===== src/hw/rtl/hhf_pkg.sv =====
// Package for the HTTP host request filter: types, codes and method table.
// Used by every module of the block; no dependencies.
`timescale 1ns / 1ps
package hhf_pkg;
    localparam int HostLenDef   = 32;
    localparam int MaxFrameDef  = 65535;
    localparam int QueueDepth   = 4;

    typedef enum logic [3:0] {
        PH_ETH, PH_IP, PH_TCP, PH_L1_SKIP, PH_METHOD, PH_L1_REST, PH_L2_SKIP,
        PH_L2_SEP1, PH_L2_TOK1, PH_L2_SEP2, PH_L2_TOK2, PH_DONE
    } phase_t;

    typedef enum logic [2:0] {
        V_MATCH = 3'd0, V_NOT_IPV4 = 3'd1, V_NOT_TCP = 3'd2, V_NO_PAYLOAD = 3'd3,
        V_NO_METHOD = 3'd4, V_NO_HOST = 3'd5, V_MISMATCH = 3'd6, V_TRUNC = 3'd7
    } verdict_t;

    localparam logic [2:0] METHOD_NONE = 3'd6;

    typedef enum logic [2:0] {
        CFG_HOST0 = 3'd0, CFG_HOST1 = 3'd1, CFG_HOST2 = 3'd2, CFG_HOST3 = 3'd3,
        CFG_HOST_LEN = 3'd4
    } cfg_idx_t;

    // Classified byte handed from front to back.
    typedef struct packed {
        logic [7:0] data;
        logic       last;
        logic       in_range;
        logic       is_crlf;
        logic       is_sep;
    } token_t;

    typedef struct packed {
        logic       block;
        logic [2:0] verdict;
        logic [2:0] method;
    } result_t;

    function automatic logic [7:0] method_char(input logic [2:0] m, input logic [2:0] k);
        logic [55:0] s;
        begin
            unique case (m)
                3'd0: s = {32'h0, "TEG"};
                3'd1: s = {24'h0, "TSOP"};
                3'd2: s = {24'h0, "DAEH"};
                3'd3: s = {32'h0, "TUP"};
                3'd4: s = {8'h0, "ETELED"};
                3'd5: s = "SNOITPO";
                default: s = '0;
            endcase
            method_char = s[k*8 +: 8];
        end
    endfunction

    function automatic logic [2:0] method_len(input logic [2:0] m);
        begin
            unique case (m)
                3'd0, 3'd3: method_len = 3'd3;
                3'd1, 3'd2: method_len = 3'd4;
                3'd4: method_len = 3'd6;
                3'd5: method_len = 3'd7;
                default: method_len = 3'd0;
            endcase
        end
    endfunction
endpackage


===== src/hw/rtl/http_host_request_filter_unit.sv =====
// HTTP host request filter, top level.
// Depends on hhf_pkg, hhf_front, hhf_queue and hhf_back.
//
// Usage: frame bytes enter on the frame channel (frame_byte, frame_last,
// valid/ready), one byte per transaction. On the transaction that carries
// frame_last the block gives one result transaction on the result channel:
// block_frame, verdict and method_found. Other bytes give no result.
// Throughput is one byte per cycle while the result receiver does not stall;
// the back stage's per-byte parse step sets that figure. The result of a
// frame passes through the queue and then the result register; every byte
// still waiting in the queue ahead of it delays it further.
// The host pattern (CFG_HOST0..3, CFG_HOST_LEN) is written through the
// cfg port; the user must write it only while no frame is in flight, which
// the block itself does not enforce. Writes take effect at once.
// Reset clears the parse state, the queue and the pattern registers.
// When the receiver stalls, the result register holds; the back stage then
// stops taking bytes, the queue fills and frame_ready drops once four
// transactions are waiting, so no transaction is lost.
`timescale 1ns / 1ps
module http_host_request_filter_unit
    import hhf_pkg::*;
#(
    parameter int MAX_HOST_LEN    = HostLenDef,
    parameter int MAX_FRAME_BYTES = MaxFrameDef
) (
    input  logic        clk,
    input  logic        rst_n,
    input  logic [7:0]  frame_byte,
    input  logic        frame_last,
    input  logic        frame_valid,
    output logic        frame_ready,
    output logic        block_frame,
    output logic [2:0]  verdict,
    output logic [2:0]  method_found,
    output logic        result_valid,
    input  logic        result_ready,
    input  logic        cfg_we,
    input  logic [2:0]  cfg_index,
    input  logic [63:0] cfg_data
);
    logic [255:0] pat_reg;
    logic [5:0]   hlen_reg;
    logic         f_valid, f_ready, b_valid, b_ready;
    token_t       f_tok, b_tok;
    result_t      res;

    // Pattern registers; the first pattern byte sits in the low bits.
    always_ff @(posedge clk or negedge rst_n)
    begin
        if (!rst_n)
        begin
            pat_reg  <= '0;
            hlen_reg <= '0;
        end
        else if (cfg_we)
        begin
            unique case (cfg_index)
                CFG_HOST0: pat_reg[63:0]    <= cfg_data;
                CFG_HOST1: pat_reg[127:64]  <= cfg_data;
                CFG_HOST2: pat_reg[191:128] <= cfg_data;
                CFG_HOST3: pat_reg[255:192] <= cfg_data;
                CFG_HOST_LEN: hlen_reg      <= cfg_data[5:0];
                default: ;
            endcase
        end
    end

    hhf_front #(.MAX_FRAME_BYTES(MAX_FRAME_BYTES)) u_front (
        .clk(clk), .rst_n(rst_n), .frame_byte(frame_byte), .frame_last(frame_last),
        .frame_valid(frame_valid), .frame_ready(frame_ready),
        .tok_valid(f_valid), .tok(f_tok), .tok_ready(f_ready)
    );

    hhf_queue u_queue (
        .clk(clk), .rst_n(rst_n), .in_valid(f_valid), .in_ready(f_ready), .in_tok(f_tok),
        .out_valid(b_valid), .out_ready(b_ready), .out_tok(b_tok)
    );

    hhf_back #(.MAX_HOST_LEN(MAX_HOST_LEN)) u_back (
        .clk(clk), .rst_n(rst_n), .tok_valid(b_valid), .tok_ready(b_ready), .tok(b_tok),
        .pattern(pat_reg), .host_length(hlen_reg),
        .res_valid(result_valid), .res_ready(result_ready), .res(res)
    );

    assign block_frame  = res.block;
    assign verdict      = res.verdict;
    assign method_found = res.method;
endmodule


===== src/hw/rtl/hhf_front.sv =====
// Front stage: accepts frame bytes, tracks the frame position and classifies
// each byte. Depends on hhf_pkg.
`timescale 1ns / 1ps
module hhf_front
    import hhf_pkg::*;
#(
    parameter int MAX_FRAME_BYTES = MaxFrameDef
) (
    input  logic       clk,
    input  logic       rst_n,
    input  logic [7:0] frame_byte,
    input  logic       frame_last,
    input  logic       frame_valid,
    output logic       frame_ready,
    output logic       tok_valid,
    output token_t     tok,
    input  logic       tok_ready
);
    localparam int PW = $clog2(MAX_FRAME_BYTES + 1);
    logic [PW-1:0] pos_reg, pos_next;
    logic          acc;

    assign frame_ready = tok_ready;
    assign tok_valid   = frame_valid;
    assign acc         = frame_valid && frame_ready;

    always_comb
    begin
        tok.data     = frame_byte;
        tok.last     = frame_last;
        tok.in_range = (pos_reg < PW'(MAX_FRAME_BYTES));
        tok.is_crlf  = (frame_byte == 8'h0D) || (frame_byte == 8'h0A);
        tok.is_sep   = (frame_byte == 8'h3A) || (frame_byte == 8'h20);
        pos_next = pos_reg;
        if (acc)
        begin
            if (frame_last)
                pos_next = '0;
            else if (tok.in_range)
                pos_next = pos_reg + 1'b1;
        end
    end

    always_ff @(posedge clk or negedge rst_n)
    begin
        if (!rst_n)
            pos_reg <= '0;
        else
            pos_reg <= pos_next;
    end
endmodule


===== src/hw/rtl/hhf_queue.sv =====
// Short queue between front and back stages.
// Depends on hhf_pkg.
`timescale 1ns / 1ps
module hhf_queue
    import hhf_pkg::*;
(
    input  logic   clk,
    input  logic   rst_n,
    input  logic   in_valid,
    output logic   in_ready,
    input  token_t in_tok,
    output logic   out_valid,
    input  logic   out_ready,
    output token_t out_tok
);
    localparam int AW = $clog2(QueueDepth);
    token_t        mem [QueueDepth];
    logic [AW-1:0] wp_reg, rp_reg;
    logic [AW:0]   cnt_reg;
    logic          push, pop;

    assign in_ready  = (cnt_reg != (AW+1)'(QueueDepth));
    assign out_valid = (cnt_reg != '0);
    assign out_tok   = mem[rp_reg];
    assign push      = in_valid && in_ready;
    assign pop       = out_valid && out_ready;

    always_ff @(posedge clk)
    begin
        if (push)
            mem[wp_reg] <= in_tok;
    end

    always_ff @(posedge clk or negedge rst_n)
    begin
        if (!rst_n)
        begin
            wp_reg  <= '0;
            rp_reg  <= '0;
            cnt_reg <= '0;
        end
        else
        begin
            if (push)
                wp_reg <= wp_reg + 1'b1;
            if (pop)
                rp_reg <= rp_reg + 1'b1;
            cnt_reg <= cnt_reg + (AW+1)'(push) - (AW+1)'(pop);
        end
    end
endmodule


===== src/hw/rtl/hhf_back.sv =====
// Back stage: runs the header and HTTP parse per byte and registers results.
// Depends on hhf_pkg.
`timescale 1ns / 1ps
module hhf_back
    import hhf_pkg::*;
#(
    parameter int MAX_HOST_LEN = HostLenDef
) (
    input  logic        clk,
    input  logic        rst_n,
    input  logic        tok_valid,
    output logic        tok_ready,
    input  token_t      tok,
    input  logic [255:0] pattern,
    input  logic [5:0]  host_length,
    output logic        res_valid,
    input  logic        res_ready,
    output result_t     res
);
    phase_t      ph_reg, ph_next;
    logic [15:0] bp_reg, bp_next;
    logic [5:0]  ihl_reg, ihl_next;
    logic [15:0] tot_reg, tot_next;
    logic [5:0]  thl_reg, thl_next;
    logic [15:0] rem_reg, rem_next;
    logic [5:0]  cand_reg, cand_next;
    logic [2:0]  tci_reg, tci_next;
    logic [5:0]  hci_reg, hci_next;
    logic [2:0]  ver_reg, ver_next;
    logic [2:0]  meth_reg, meth_next;
    logic        res_valid_reg;
    result_t     res_reg, res_next;
    logic        acc, emit;
    logic [5:0]  plen;
    logic [7:0]  b;
    logic [15:0] r, tcp_start;
    logic [5:0]  thl_eff;
    logic signed [17:0] seg;
    logic [5:0]  keep;
    logic        matched;
    logic [2:0]  match_id;
    logic [15:0] rem_dec;
    logic        pay;
    logic [7:0]  pbyte;
    phase_t      ph_fin;
    logic [2:0]  ver_fin;

    assign plen = (host_length > 6'(MAX_HOST_LEN)) ? 6'(MAX_HOST_LEN) : host_length;
    assign tok_ready = !res_valid_reg || res_ready;
    assign acc = tok_valid && tok_ready;
    assign b = tok.data;
    assign pbyte = pattern[hci_reg[4:0]*8 +: 8];
    assign res_valid = res_valid_reg;
    assign res = res_reg;

    always_comb
    begin
        ph_next = ph_reg; bp_next = bp_reg; ihl_next = ihl_reg; tot_next = tot_reg;
        thl_next = thl_reg; rem_next = rem_reg; cand_next = cand_reg; tci_next = tci_reg;
        hci_next = hci_reg; ver_next = ver_reg; meth_next = meth_reg;
        tcp_start = 16'd14 + 16'(ihl_reg);
        r = bp_reg - tcp_start;
        thl_eff = thl_reg;
        seg = '0; keep = '0; matched = 1'b0; match_id = '0; rem_dec = rem_reg;
        pay = 1'b0;
        if (tok.in_range && ph_reg != PH_DONE)
        begin
            unique case (ph_reg)
                PH_ETH:
                begin
                    if ((bp_reg == 16'd12 && b != 8'h08) || (bp_reg == 16'd13 && b != 8'h00))
                    begin
                        ver_next = V_NOT_IPV4; ph_next = PH_DONE;
                    end
                    else if (bp_reg == 16'd13)
                        ph_next = PH_IP;
                end
                PH_IP:
                begin
                    if (bp_reg == 16'd14)
                        ihl_next = (b[3:0] < 4'd5) ? 6'd20 : {b[3:0], 2'b00};
                    else if (bp_reg == 16'd16)
                        tot_next = {b, 8'h00};
                    else if (bp_reg == 16'd17)
                        tot_next = {tot_reg[15:8], b};
                    if (bp_reg == 16'd23 && b != 8'h06)
                    begin
                        ver_next = V_NOT_TCP; ph_next = PH_DONE;
                    end
                    else if (bp_reg + 16'd1 == 16'd14 + 16'(ihl_next))
                        ph_next = PH_TCP;
                end
                PH_TCP:
                begin
                    if (r == 16'd12)
                    begin
                        thl_eff = (b[7:4] < 4'd5) ? 6'd20 : {b[7:4], 2'b00};
                        thl_next = thl_eff;
                    end
                    if (r >= 16'd12 && r + 16'd1 == 16'(thl_eff))
                    begin
                        seg = 18'(tot_reg) - 18'(ihl_reg) - 18'(thl_eff);
                        if (seg <= 0)
                        begin
                            ver_next = V_NO_PAYLOAD; ph_next = PH_DONE;
                        end
                        else
                        begin
                            rem_next = seg[15:0]; ph_next = PH_L1_SKIP;
                        end
                    end
                end
                default:
                begin
                    pay = 1'b1;
                    unique case (ph_reg)
                        PH_L1_SKIP, PH_METHOD:
                        begin
                            if (ph_reg == PH_L1_SKIP && tok.is_crlf)
                                ;
                            else if (tok.is_crlf)
                            begin
                                ver_next = V_NO_METHOD; ph_next = PH_DONE;
                            end
                            else
                            begin
                                for (int i = 0; i < 6; i++)
                                    if ((ph_reg == PH_L1_SKIP || cand_reg[i]) &&
                                        ((ph_reg == PH_L1_SKIP ? 3'd0 : tci_reg) <
                                         method_len(3'(i))) &&
                                        b == method_char(3'(i),
                                            ph_reg == PH_L1_SKIP ? 3'd0 : tci_reg))
                                        keep[i] = 1'b1;
                                for (int i = 5; i >= 0; i--)
                                    if (keep[i] && (ph_reg == PH_L1_SKIP ? 3'd0 : tci_reg)
                                        + 3'd1 == method_len(3'(i)))
                                    begin
                                        matched = 1'b1; match_id = 3'(i);
                                    end
                                cand_next = keep;
                                if (matched)
                                begin
                                    meth_next = match_id; ph_next = PH_L1_REST;
                                end
                                else if (keep == '0)
                                begin
                                    ver_next = V_NO_METHOD; ph_next = PH_DONE;
                                end
                                else
                                begin
                                    ph_next = PH_METHOD;
                                    tci_next = (ph_reg == PH_L1_SKIP ? 3'd0 : tci_reg) + 3'd1;
                                end
                            end
                        end
                        PH_L1_REST:
                            if (tok.is_crlf) ph_next = PH_L2_SKIP;
                        PH_L2_SKIP:
                            if (!tok.is_crlf) ph_next = tok.is_sep ? PH_L2_SEP1 : PH_L2_TOK1;
                        PH_L2_SEP1:
                            if (tok.is_crlf)
                            begin
                                ver_next = V_MISMATCH; ph_next = PH_DONE;
                            end
                            else if (!tok.is_sep) ph_next = PH_L2_TOK1;
                        PH_L2_TOK1:
                            if (tok.is_crlf)
                            begin
                                ver_next = V_MISMATCH; ph_next = PH_DONE;
                            end
                            else if (tok.is_sep) ph_next = PH_L2_SEP2;
                        PH_L2_SEP2, PH_L2_TOK2:
                        begin
                            if (tok.is_crlf || (ph_reg == PH_L2_TOK2 && tok.is_sep))
                            begin
                                ver_next = V_MISMATCH; ph_next = PH_DONE;
                            end
                            else if (ph_reg == PH_L2_SEP2 && tok.is_sep)
                                ;
                            else if (ph_reg == PH_L2_SEP2 && plen == '0)
                            begin
                                ver_next = V_MATCH; ph_next = PH_DONE;
                            end
                            else
                            begin
                                ph_next = PH_L2_TOK2;
                                if (b != ((ph_reg == PH_L2_SEP2) ? pattern[7:0] : pbyte))
                                begin
                                    ver_next = V_MISMATCH; ph_next = PH_DONE;
                                end
                                else
                                begin
                                    hci_next = (ph_reg == PH_L2_SEP2) ? 6'd1 : hci_reg + 6'd1;
                                    if (hci_next >= plen)
                                    begin
                                        ver_next = V_MATCH; ph_next = PH_DONE;
                                    end
                                end
                            end
                        end
                        default: ;
                    endcase
                    if (rem_reg != '0)
                        rem_dec = rem_reg - 16'd1;
                    rem_next = rem_dec;
                end
            endcase
        end
        // End of payload data or the last frame byte closes any open parse.
        ph_fin = ph_next;
        ver_fin = ver_next;
        if ((pay && rem_dec == '0) || tok.last)
        begin
            if (tok.last && (ph_next == PH_ETH || ph_next == PH_IP || ph_next == PH_TCP))
                ver_fin = V_TRUNC;
            else if (ph_next == PH_L1_SKIP || ph_next == PH_METHOD)
                ver_fin = V_NO_METHOD;
            else if (ph_next == PH_L1_REST || ph_next == PH_L2_SKIP)
                ver_fin = V_NO_HOST;
            else if (ph_next >= PH_L2_SEP1 && ph_next <= PH_L2_TOK2)
                ver_fin = V_MISMATCH;
            if (ph_next != PH_DONE && !(tok.last && ph_next <= PH_TCP) ||
                tok.last && ph_next <= PH_TCP)
                ph_fin = PH_DONE;
        end
        ph_next = ph_fin;
        ver_next = ver_fin;
        if (tok.in_range)
            bp_next = bp_reg + 16'd1;
        res_next.block = (ver_next == V_MATCH);
        res_next.verdict = ver_next;
        res_next.method = meth_next;
        emit = acc && tok.last;
    end

    always_ff @(posedge clk)
    begin
        if (emit)
            res_reg <= res_next;
    end

    always_ff @(posedge clk or negedge rst_n)
    begin
        if (!rst_n)
        begin
            ph_reg <= PH_ETH; bp_reg <= '0; ihl_reg <= '0; tot_reg <= '0; thl_reg <= '0;
            rem_reg <= '0; cand_reg <= '1; tci_reg <= '0; hci_reg <= '0;
            ver_reg <= V_TRUNC; meth_reg <= METHOD_NONE; res_valid_reg <= 1'b0;
        end
        else
        begin
            if (res_valid_reg && res_ready)
                res_valid_reg <= 1'b0;
            if (emit)
                res_valid_reg <= 1'b1;
            if (acc)
            begin
                if (tok.last)
                begin
                    ph_reg <= PH_ETH; bp_reg <= '0; ihl_reg <= '0; tot_reg <= '0;
                    thl_reg <= '0; rem_reg <= '0; cand_reg <= '1; tci_reg <= '0;
                    hci_reg <= '0; ver_reg <= V_TRUNC; meth_reg <= METHOD_NONE;
                end
                else
                begin
                    ph_reg <= ph_next; bp_reg <= bp_next; ihl_reg <= ihl_next;
                    tot_reg <= tot_next; thl_reg <= thl_next; rem_reg <= rem_next;
                    cand_reg <= cand_next; tci_reg <= tci_next; hci_reg <= hci_next;
                    ver_reg <= ver_next; meth_reg <= meth_next;
                end
            end
        end
    end
endmodule


===== config.mk =====
export PLATFORM = sky130hd
export DESIGN_NAME = http_host_request_filter_unit
export DESIGN_NICKNAME = d
export VERILOG_FILES = /design/src/hw/rtl/hhf_pkg.sv /design/src/hw/rtl/http_host_request_filter_unit.sv /design/src/hw/rtl/hhf_front.sv /design/src/hw/rtl/hhf_queue.sv /design/src/hw/rtl/hhf_back.sv
export SDC_FILE = /design/constraint.sdc
export NUM_CORES = 1
export LEC_CHECK = 0
export BUFFER_PORTS_ARGS = -buffer_cell sky130_fd_sc_hd__buf_2
export CAP_MARGIN = 5
export CORE_UTILIZATION = 33
export CTS_CLUSTER_DIAMETER = 40
export DETAILED_ROUTE_END_ITERATION = 10
export GPL_TIMING_DRIVEN = 0
export PLACE_DENSITY = 0.5
export SLEW_MARGIN = 20
export SYNTH_ARGS = -nofsm -noshare
export SYNTH_HDL_FRONTEND = slang
export SYNTH_SLANG_ARGS = --single-unit
export TNS_END_PERCENT = 100

===== constraint.sdc =====
create_clock -name clk -period 6.4 [get_ports clk]
set_input_delay 0.64 -clock clk [delete_from_list [all_inputs] [get_ports clk]]
set_output_delay 0.64 -clock clk [all_outputs]
set_load 0.005 [all_outputs]

==> results of run 1 <==
-- stage by stage --
| stage | worst slack [ns] | cells | total power [mW] | instance area, um^2 |
|---|---|---|---|---|
| 6_report | -0.317 | 3505 | 13.6 | 31000 |
| 5_1_grt | -0.586 | 3504 | 14.3 | 31000 |
| 4_1_cts | -0.246 | 3486 | 13.5 | 30700 |
| 3_5_place_dp | -1.73 | 3279 | 8.13 | 26500 |
| 3_3_place_gp | -2.92 | 3274 | 8.01 | 26300 |
| 2_1_floorplan | 0.00664 | 2226 | 6.68 | 24700 |
-- cells in the final DEF (no fill, tap or decap), types with 55 or more instances in the layout --
| cell type | synthesis | routed |
|---|---|---|
| mux2_2 | 268 | 268 |
| dfrtp_1 | 360 | 358 |
| buf_2 | 6 | 94 |
| clkbuf_16 | 0 | 85 |
| a21oi_1 | 90 | 82 |
| edfxtp_1 | 55 | 55 |
| xnor2_1 | 66 | 60 |
| inv_1 | 64 | 60 |
| mux4_2 | 81 | 81 |
| nand2_1 | 160 | 156 |
| nor2_1 | 150 | 148 |
| clkbuf_1 | 87 | 91 |
| o21ai_0 | 111 | 95 |
-- kinds of logic after synthesis --
kind of cell | after synthesis | synth area share (%)
AO/OA/AOI/OAI | 444 | 12.2
adder cells (fa/ha/maj) | 52 | 2.73
multiplexers | 383 | 21.0
AND/OR/NAND/NOR | 647 | 13.4
XOR/XNOR | 93 | 3.36
buffers and inverters | 181 | 2.84
flip-flops | 426 | 44.4
-- synthesized netlist by cell type (28+ instances only) --
master / count
edfxtp_1: 55
a21oi_1: 90
mux4_2: 81
xnor2_1: 66
and3_1: 28
inv_1: 64
dfrtp_1: 360
nand3_1: 52
nor3_1: 40
clkbuf_1: 87
o21ai_0: 111
nand2_1: 160
mux2i_1: 34
ha_1: 49
nor2_1: 150
mux2_2: 268
-- report_power, final --
| part | switching, mW | internal (mW) |
|---|---|---|
| sequential | 0.366 | 3.32 |
| combinational | 3.16 | 2.12 |
| clock | 1.65 | 3.02 |
-- final cells by class --
class / instances / area, um^2 / share of cell area [%]
multi-input combinational: 1620 / 13900 / 44.8
sequential: 426 / 11000 / 35.3
clock buffer: 99 / 2250 / 7.25
tap: 959 / 1200 / 3.87
timing repair buffer: 161 / 1150 / 3.72
clock inverter: 61 / 837 / 2.70
buffer: 113 / 485 / 1.56
inverter: 65 / 246 / 0.794
antenna: 1 / 2.50 / 0.00806
-- critical path, cell delays in order (launching register included) --
cell and delay [ns]:
dfrtp_2 0.45, nor3_4 0.28, xnor2_2 0.16, ha_1 0.26, buf_6 0.14, and4b_2 0.23, o211a_4 0.17, o31ai_4 0.24
o2111ai_2 0.17, or4_1 0.56, clkbuf_8 0.16, nor3_4 0.32, mux2i_4 0.36, ha_4 0.26, o21ai_2 0.07, nor4_2 0.05
a31o_2 0.34, a211o_4 0.41, buf_6 0.14, nor3_4 0.15, o221ai_2 0.14, nor4bb_4 0.32, and2_4 0.22, a31oi_4 0.13
a211oi_2 0.35, o211ai_1 0.27
-- routing by layer --
metal	track usage [%]	vias up
li1	-	8881
met1	28.5	10100
met2	34.8	557
met3	3.71	145
met4	6.32	12
met5	0	-
-- timing repair --
| action | in CTS | in global routing |
|---|---|---|
| hold endpoints to repair | 46 | 0 |
| gates resized for setup | 155 | 38 |
| buffers inserted | 45 | 20 |
| gates cloned | 3 | 0 |
| pin swaps | 55 | 48 |
| setup endpoints to repair | 25 | 24 |
| hold buffers | 1 | 0 |
-- path summary, 6_finish.rpt --
path / startpoint / end / slack (ns) / depth (start not counted)
max: u_back.ihl_reg[1] / u_back.res[5] / -0.32 / 25
min: cfg_data[38] / pat_reg[102] / 0.25 / 2
max reg2reg: u_back.ihl_reg[1] / u_back.res[5] / -0.32 / 25
min reg2reg: u_back.meth_reg[1] / u_back.meth_reg[1] / 0.47 / 2
max in group asynchronous: rst_n / pat_reg[38] / 4.55 / 4
min in group asynchronous: rst_n / u_back.ph_reg[2] / 0.56 / 2
==> summary.md, run 1 <==
| Metric | Value |
|---|---|
| Worst Slack Setup Final | `-0.317 ns` |
| Highest routed metal layer | `met5` |
| Max cap viols | `0` |
| Required @ worst endpoint | `between 6 and 7 ns` |
| Slew HR | `between 20 and 25%` |
| Metal3 WL | `3830 um` |
| Main synth FF type | `dfrtp_1` |
| Vias per std cell | `about 5.6` |
| Final setup viols | `24` |
| Die height | `275 um` |
| Vias post-DR | `19.7k` |
| CTS Buffer Depth | `3` |
| Port buffer count | `89` |
| Initial antenna violation count | `9` |
| Worst hold slack | `0.252 ns` |
| Cells after Synth | `2,226` |
| Crit path capture type | `flop` |
| RSZ-0062 raised after global routing | `true` |
| Clock Tree Root | `clkbuf_16` |
| Netlist cell types | `slightly below 100` |
| Detailed Route WL | `80,100 um` |
| Share of Yosys cell area claimed by the top area cell type | `36.5%` |
| Worst Skew | `0.0686 ns` |
| Num CTS Buffers | `85` |
| GP Congestion | `0.889` |
| Register area share after synthesis | `44.4%` |
| Final hold vios | `0` |
| CP Class | `flop to flop` |
| Row cnt | `99` |
| CTS sink cnt | `426` |
| HP Class | `primary input to flop` |
| FILL cells | `between 6k and 7k` |
| Syn nets | `approximately 2.4k` |
| Top post-synthesis cells by area | `dfrtp_1 37%, mux2_2 12%, mux4_2 7.4%, edfxtp_1 6.7%, ha_1 2.5%` |
| Drt initial violations | `about 1.5k` |
| Total congestion overflow | `0` |
| Max Transition Viols Final | `0` |
| Startpoint type of the worst setup path | `flop` |
| Number of synthesized flops with an enable pin | `55` |
| Core area | `approximately 0.073 mm^2` |
| WP data arrival | `around 7.0 ns` |
| Die X-Extent | `between 200 and 300 um` |
| Clk Latency, worst-skew pair | `about 0.66 ns` |
| Global-route usage over all layers | `between 20% and 30%` |
| Max Freq | `about 0.15 GHz` |
| Period utilization | `105%` |
| Synth Area per Inst | `between 10 and 15 um^2` |
| Max reg flops | `around 260` |
| Clk slew on worst S/H paths | `approximately 0.060 ns` |
| Layout area overhead | `25.9%` |
| Status | `finished, violations left` |
| Post-DP HPWL | `roughly 57,000 um` |
| CTS tree | `built` |
| Io pins | `90` |
| Die Footprint | `about 0.076 mm^2` |
| Power Dens Cells | `between 400 and 500 mW/mm^2` |
| Setup TNS | `-5.50 ns` |
| Avg WL per Cell | `approximately 23 um` |
| H-Tree Depth | `3` |
| Leak | `roughly 12 nW` |
| Drt first pass iters | `5` |
| M1 WL | `around 36,000 um` |
| Least-Margin Pin Slew | `1.13 ns` |
| Ys Warns | `0` |
| Largest net degree at the start of global routing | `98` |
| DRC | `0` |
| #FFs+latches synth | `between 400 and 500` |
| Failing checks | `setup timing` |
| Cell Area, Synth | `0.0247 mm^2` |
| Initial Utilization | `between 30% and 40%` |
| Max VDD drop | `0.000224 V` |
| Cell accounting for the most synthesized area | `dfrtp_1` |
| Nets | `2,605` |
| Final Core Density | `roughly 42%` |
| Routed Antenna Nets | `0` |
| First-pass GRT wire length | `approximately 120,000 um` |
| Routed wl met2 | `approximately 38,000 um` |
| Layout cells sized above 1 | `32.9%` |
| Async SR Flop Fraction | `between 80% and 90%` |
| CP max FO | `8` |
| Vias in the first global route | `around 20k` |
| Min Tclk post-route | `approximately 6.7 ns` |
Note: power is estimated with default switching activity, not from simulation.
==> run 2: changes to the inputs <==
REMOVE_ABC_BUFFERS = 1   (was not set)
==> summary.md, run 2 (same netlist as run 1, synthesis figures left out) <==
| Metric | Value |
|---|---|
| First-pass GRT wire length | `108,000 um (-12%)` |
| Failing checks | `setup timing` |
| Sequential share of power | `29.2% (+2.2 points)` |
| Die X-Extent | `275 um (unchanged)` |
| WP data arrival | `6.86 ns (-0.13 ns)` |
| Clk slew on worst S/H paths | `0.05 ns (about the same)` |
| RSZ-0062 raised after global routing | `true` |
| Layout cells sized above 1 | `34.1% (+1.2 points)` |
| Initial antenna violation count | `11 (+2)` |
| Crit path capture type | `flop` |
| Least-Margin Pin Slew | `1.09 ns (-0.0402 ns)` |
| Period utilization | `102% (-3.2 points)` |
| Logic pwr share | `37.5% (-1.2 points)` |
| Io pins | `90 (unchanged)` |
| Status | `finished, violations left` |
| CTS sink cnt | `426 (unchanged)` |
| Vias post-DR | `18.7k (-4.8%)` |
| Total congestion overflow | `0 (unchanged)` |
| Avg WL per Cell | `19.8 um (-13%)` |
| Initial Utilization | `33.6% (unchanged)` |
| Clock Tree Root | `clkbuf_16` |
| CP Class | `flop to flop` |
| Vias per std cell | `5.51 (-1.9%)` |
| Power Dens Cells | `417 mW/mm^2 (-5.2%)` |
| DRC | `0 (unchanged)` |
| Die height | `275 um (unchanged)` |
| Global-route usage over all layers | `18.0% (-3.2 points)` |
| Internal power | `8.01 mW (-5.4%)` |
| CP max FO | `7 (-1)` |
| Post-layout instance area | `0.0306 mm^2 (-1.5%)` |
| Clk Latency, worst-skew pair | `0.65 ns (about the same)` |
| Die Footprint | `0.0758 mm^2 (unchanged)` |
| Max Freq | `0.154 GHz (+3.1%)` |
| Startpoint type of the worst setup path | `flop` |
| CTS Buffer Depth | `3 (unchanged)` |
| Core area | `0.0735 mm^2 (unchanged)` |
| Required @ worst endpoint | `6.75 ns (+0.08 ns)` |
| Max cap viols | `0 (unchanged)` |
| Row cnt | `99 (unchanged)` |
| Most frequent cells in the layout | `352 x dfrtp_1, 268 x mux2_2, 159 x nand2_1, 145 x nor2_1, 105 x o21ai_0` |
| Post-Place Worst Slack | `-2.24 ns (-0.509 ns)` |
| Clock power frac | `33.3% (-0.9 points)` |
| Routed Antenna Nets | `0 (unchanged)` |
| Commonest non-fill, non-tap cell in the layout | `dfrtp_1` |
| Max VDD drop | `0.000243 V (+8.4%)` |
| Worst hold slack | `0.260 ns (+0.00710 ns)` |
| Psw | `4.74 mW (-8.5%)` |
| Sw frac | `37.2% (-0.77 points)` |
| Max reg flops | `256 (unchanged)` |
| GP Congestion | `0.842 (-5.2%)` |
| Worst Slack Setup Final | `-0.114 ns (+0.202 ns)` |
| Port buffer count | `89 (unchanged)` |
| Critical path's slowest cell | `or4_4` |
| Vias in the first global route | `19.0k (-4.0%)` |
| Post-DP HPWL | `46,500 um (-18%)` |
| Largest net degree at the start of global routing | `100 (+2.0%)` |
| H-Tree Depth | `3 (unchanged)` |
| Layout area overhead | `24.0%` |
| Final hold vios | `0 (unchanged)` |
| Drt initial violations | `1,193 (-21%)` |
| Leak | `12.1 nW (-1.9%)` |
| Nets | `2,504 (-3.9%)` |
| Detailed Route WL | `67,300 um (-16%)` |
| Final setup viols | `19 (-21%)` |
| Min Tclk post-route | `6.51 ns (-0.202 ns)` |
| CTS tree | `built` |
| Max stage delay on crit path | `0.58 ns (+0.02 ns)` |
| Num CTS Buffers | `78 (-8.2%)` |
| Max Transition Viols Final | `0 (unchanged)` |
| Worst Skew | `0.0613 ns (-0.00730 ns)` |
| Placement-stage cell area | `0.0264 mm^2 (-0.41%)` |
| Slew HR | `25.4% (+1.1 points)` |
| HP Class | `primary input to flop` |
| Drt first pass iters | `6 (+1)` |
run 2: cell count changes in the layout (fill, tap and decap cells not counted), sizes merged:
cell / before / now
buf: 186 / 179
a21oi: 91 / 92
bufinv: 11 / 7
clkinvlp: 13 / 14
nand2: 162 / 161
clkinv: 29 / 21
diode: 1 / 5
clkbuf: 186 / 95
run 2: final timing paths:
kind,slack [ns],endpoint,startpoint,cells past startpoint
setup / recovery,-0.11,u_back.res[4],u_back.ihl_reg[2],27
hold / removal,0.26,u_queue.mem[0][7],frame_byte[3],1
setup reg to reg,-0.11,u_back.res[4],u_back.ihl_reg[2],27
hold reg to reg,0.48,u_back.meth_reg[1],u_back.meth_reg[1],2
max in group asynchronous,4.37,pat_reg[222],rst_n,5
min in group asynchronous,0.49,u_back.rem_reg[2],rst_n,2
run 2: power groups by stage:
stage                     Sequential (mW)  Clock, mW  Combinational, mW
after detailed placement             3.76          0               4.18
after global placement               3.73          0               4.05
after CTS                            3.72       4.34               4.51
final                                3.72       4.24               4.78
after global routing                 3.80       4.47               5.21
after floorplan                      3.61          0               2.98
run 2: cell type report:
type                       count  area, um^2
clock inverter                50         664
timing repair buffer         180        1440
sequential                   426       11000
fill                        6891       42900
antenna                        5        12.5
clock buffer                  95        2120
tap                          959        1200
inverter                      65         246
multi-input combinational   1620       13900
run 2: per-layer routing:
metal | up-vias | global-route usage [%] | wire (um)
li1 | 8678 | - | -
met2 | 413 | 29.6 | 33000
met3 | 116 | 3.24 | 2810
met1 | 9503 | 24.1 | 30000
met4 | 16 | 5.95 | 1430
met5 | - | 0 | 105
run 2: repair_timing:
| action | 4_1_cts | 5_1_grt |
|---|---|---|
| endpoints found under the setup margin | 24 | 24 |
| gates cloned | 1 | 0 |
| setup buffers | 47 | 20 |
| endpoints found under the hold margin | 16 | 0 |
| hold buffers | 1 | 0 |
| resized for setup | 109 | 46 |
| pin swaps | 44 | 37 |
run 2: per-stage QoR:
| stage | std cells | TNS (ns) | utilization (%) | power [mW] |
|---|---|---|---|---|
| final | 3400 | -1.13 | 41.6 | 12.7 |
| after global routing | 3397 | -6.34 | 41.6 | 13.5 |
| after CTS | 3375 | 0 | 41.0 | 12.6 |
| after detailed placement | 3181 | -46.56 | 35.9 | 7.94 |
| after global placement | 3158 | -1267.35 | 35.2 | 7.78 |
| after floorplan | 2110 | -11.47 | - | 6.59 |
run 2: worst max-delay path: cells and delay by family, from the launching register on:
kind,cells,cell delay [ns]
AOI/OAI and AO/OA,10,1.92
xor gates and xnor gates,2,0.33
adders and majority gates,3,0.70
buffers and inverters,4,0.56
DFF,1,0.45
muxes,1,0.27
and+or+nand+nor,7,1.99
==> run 3: changes to the inputs <==
PLACE_DENSITY = not set   (was 0.5)
PLACE_DENSITY_LB_ADDON = 0.25   (was not set)
==> summary.md, run 3 (same netlist as run 1, synthesis figures left out) <==
| Metric | Value |
|---|---|
| Reg-to-Reg Start | `u_back.ihl_reg[2]` |
| WP data arrival | `6.71 ns (-0.15 ns)` |
| R2r worst-path depth | `27 (unchanged)` |
| Largest net degree at the start of global routing | `100 (unchanged)` |
| Global-route usage over all layers | `17.8% (-0.23 points)` |
| Status | `finished clean` |
| Period utilization | `99.3% (-2.4 points)` |
| Worst Slack Setup Final | `0.0421 ns (+0.156 ns)` |
| Required @ worst endpoint | `6.75 ns (about the same)` |
| CP max FO | `6 (-1)` |
| Clk Latency, worst-skew pair | `0.64 ns (about the same)` |
| Worst Skew | `0.0431 ns (-0.0182 ns)` |
| Min-delay src | `cfg_data[33]` |
| Post-DP HPWL | `46,000 um (-1.0%)` |
| Min Tclk post-route | `6.36 ns (-0.156 ns)` |
| Final setup viols | `0 (-19)` |
| Max VDD drop | `0.000229 V (-5.7%)` |
| First-pass GRT wire length | `107,000 um (-0.65%)` |
| Total power | `12.6 mW (-0.94%)` |
| Power Dens Cells | `414 mW/mm^2 (-0.75%)` |
| Crit path capture | `u_back.res[3]` |
| CTS Buffer Depth | `3 (unchanged)` |
| H-Tree Depth | `3 (unchanged)` |
| CP Class | `flop to flop` |
| Vias per std cell | `5.54 (+0.62%)` |
| HP Class | `primary input to flop` |
| Drt initial violations | `1,331 (+12%)` |
| Reg-to-reg endpoint | `u_back.res[3]` |
| R2r setup slk | `0.04 ns (+0.16 ns)` |
| CTS sink cnt | `426 (unchanged)` |
| Initial Utilization | `33.6% (unchanged)` |
| Max cap viols | `0 (unchanged)` |
| Initial antenna violation count | `11 (unchanged)` |
| CP Launch Point | `u_back.ihl_reg[2]` |
| Num CTS Buffers | `78 (unchanged)` |
| Layout area overhead | `23.8%` |
| Clk slew on worst S/H paths | `0.06 ns (about the same)` |
| Vias in the first global route | `19.1k (+0.67%)` |
| Final hold vios | `0 (unchanged)` |
| Core area | `0.0735 mm^2 (unchanged)` |
| RSZ-0062 raised after global routing | `true` |
| Most frequent cells in the layout | `351 x dfrtp_1, 268 x mux2_2, 159 x nand2_1, 145 x nor2_1, 103 x o21ai_0` |
| Least-Margin Pin Slew | `0.999 ns (-0.0917 ns)` |
| Post-Place Worst Slack | `-2.21 ns (+0.0215 ns)` |
| Crit path capture type | `flop` |
| DRC | `0 (unchanged)` |
| Startpoint type of the worst setup path | `flop` |
| Layout cells sized above 1 | `34.0% (about the same)` |
| Io pins | `90 (unchanged)` |
| Max Freq | `0.157 GHz (+2.5%)` |
| Nets | `2,509 (+0.20%)` |
| Die Footprint | `0.0758 mm^2 (unchanged)` |
| Worst hold slack | `0.270 ns (+0.0101 ns)` |
| Commonest non-fill, non-tap cell in the layout | `dfrtp_1` |
| Leak | `12.1 nW (+0.37%)` |
| Detailed Route WL | `67,100 um (-0.27%)` |
| Port buffer count | `89 (unchanged)` |
| Vias post-DR | `18.9k (+0.68%)` |
| CTS tree | `built` |
| Drt first pass iters | `7 (+1)` |
| Slew HR | `31.7% (+6.3 points)` |
| Row cnt | `99 (unchanged)` |
| Max Transition Viols Final | `0 (unchanged)` |
| Die height | `275 um (unchanged)` |
| Max reg flops | `256 (unchanged)` |
| Clock Tree Root | `clkbuf_16` |
| GP Congestion | `0.892 (+5.9%)` |
| Die X-Extent | `275 um (unchanged)` |
| Total congestion overflow | `0 (unchanged)` |
| Avg WL per Cell | `19.7 um (-0.33%)` |
| Routed Antenna Nets | `0 (unchanged)` |
-- run 3: how the worst min path moves through the flow --
stage / cells past startpoint / end
6_report: 2 / pat_reg[33]
3_5_place_dp: 2 / u_back.meth_reg[1]
4_1_cts: 2 / pat_reg[225]
5_1_grt: 2 / pat_reg[47]
3_3_place_gp: 2 / u_back.meth_reg[1]
2_1_floorplan: 0 / hlen_reg[0]
-- run 3: metal layers --
metal	up-vias	part of all wire, %	GRT usage, %
li1	8686	-	-
met1	9559	44	23.6
met2	457	48	29.5
met3	134	4.8	3.31
met4	18	2.5	5.44
met5	-	0.17	0
-- run 3: what timing repair did --
action                                 in CTS  in global routing
hold buffers                                1                  0
gates cloned                                1                  0
endpoints found under the hold margin      18                  0
buffers inserted                           42                 30
pin swaps                                  39                 46
setup endpoints to repair                  24                 24
resized for setup                         104                 56
-- run 3: through the flow --
stage / cell area (um^2) / utilization (%) / instances / TNS, ns
after floorplan: 24200 / - / 2110 / -11.47
after global placement: 25900 / 35.2 / 3158 / -1170.39
after detailed placement: 26400 / 35.9 / 3182 / -46.59
after CTS: 30000 / 40.8 / 3371 / 0
after global routing: 30500 / 41.6 / 3401 / -1.11
final: 30500 / 41.6 / 3402 / 0
-- run 3: layout make-up --
type / instances / area (um^2)
clock inverter: 51 / 633
antenna: 2 / 5.00
inverter: 65 / 246
multi-input combinational: 1620 / 13900
timing repair buffer: 185 / 1470
clock buffer: 94 / 2080
fill: 6839 / 42900
tap: 959 / 1200
sequential: 426 / 11000
-- run 3: critical path: stages (launching register included) --
cell and delay, ns:
dfrtp_2 0.41, inv_2 0.07, ha_4 0.18, xnor2_2 0.21, ha_4 0.25, or2_2 0.33
o211a_4 0.18, o31ai_4 0.23, o2111ai_2 0.16, or4_4 0.60, nor3_4 0.22, buf_6 0.16
mux2i_4 0.28, ha_4 0.26, buf_4 0.14, nor3b_1 0.13, a211o_1 0.27, a311oi_4 0.39
a2111oi_4 0.09, o221ai_2 0.20, nor4bb_2 0.07, buf_4 0.15, and2_4 0.17, a31oi_4 0.23
buf_4 0.17, a31oi_4 0.10, o311ai_2 0.33, nand2_1 0.09
-- run 3: power breakdown --
group	switching [mW]	internal [mW]
Sequential	0.412	3.32
Clock	1.53	2.65
Combinational	2.75	1.96
Total	4.69	7.93
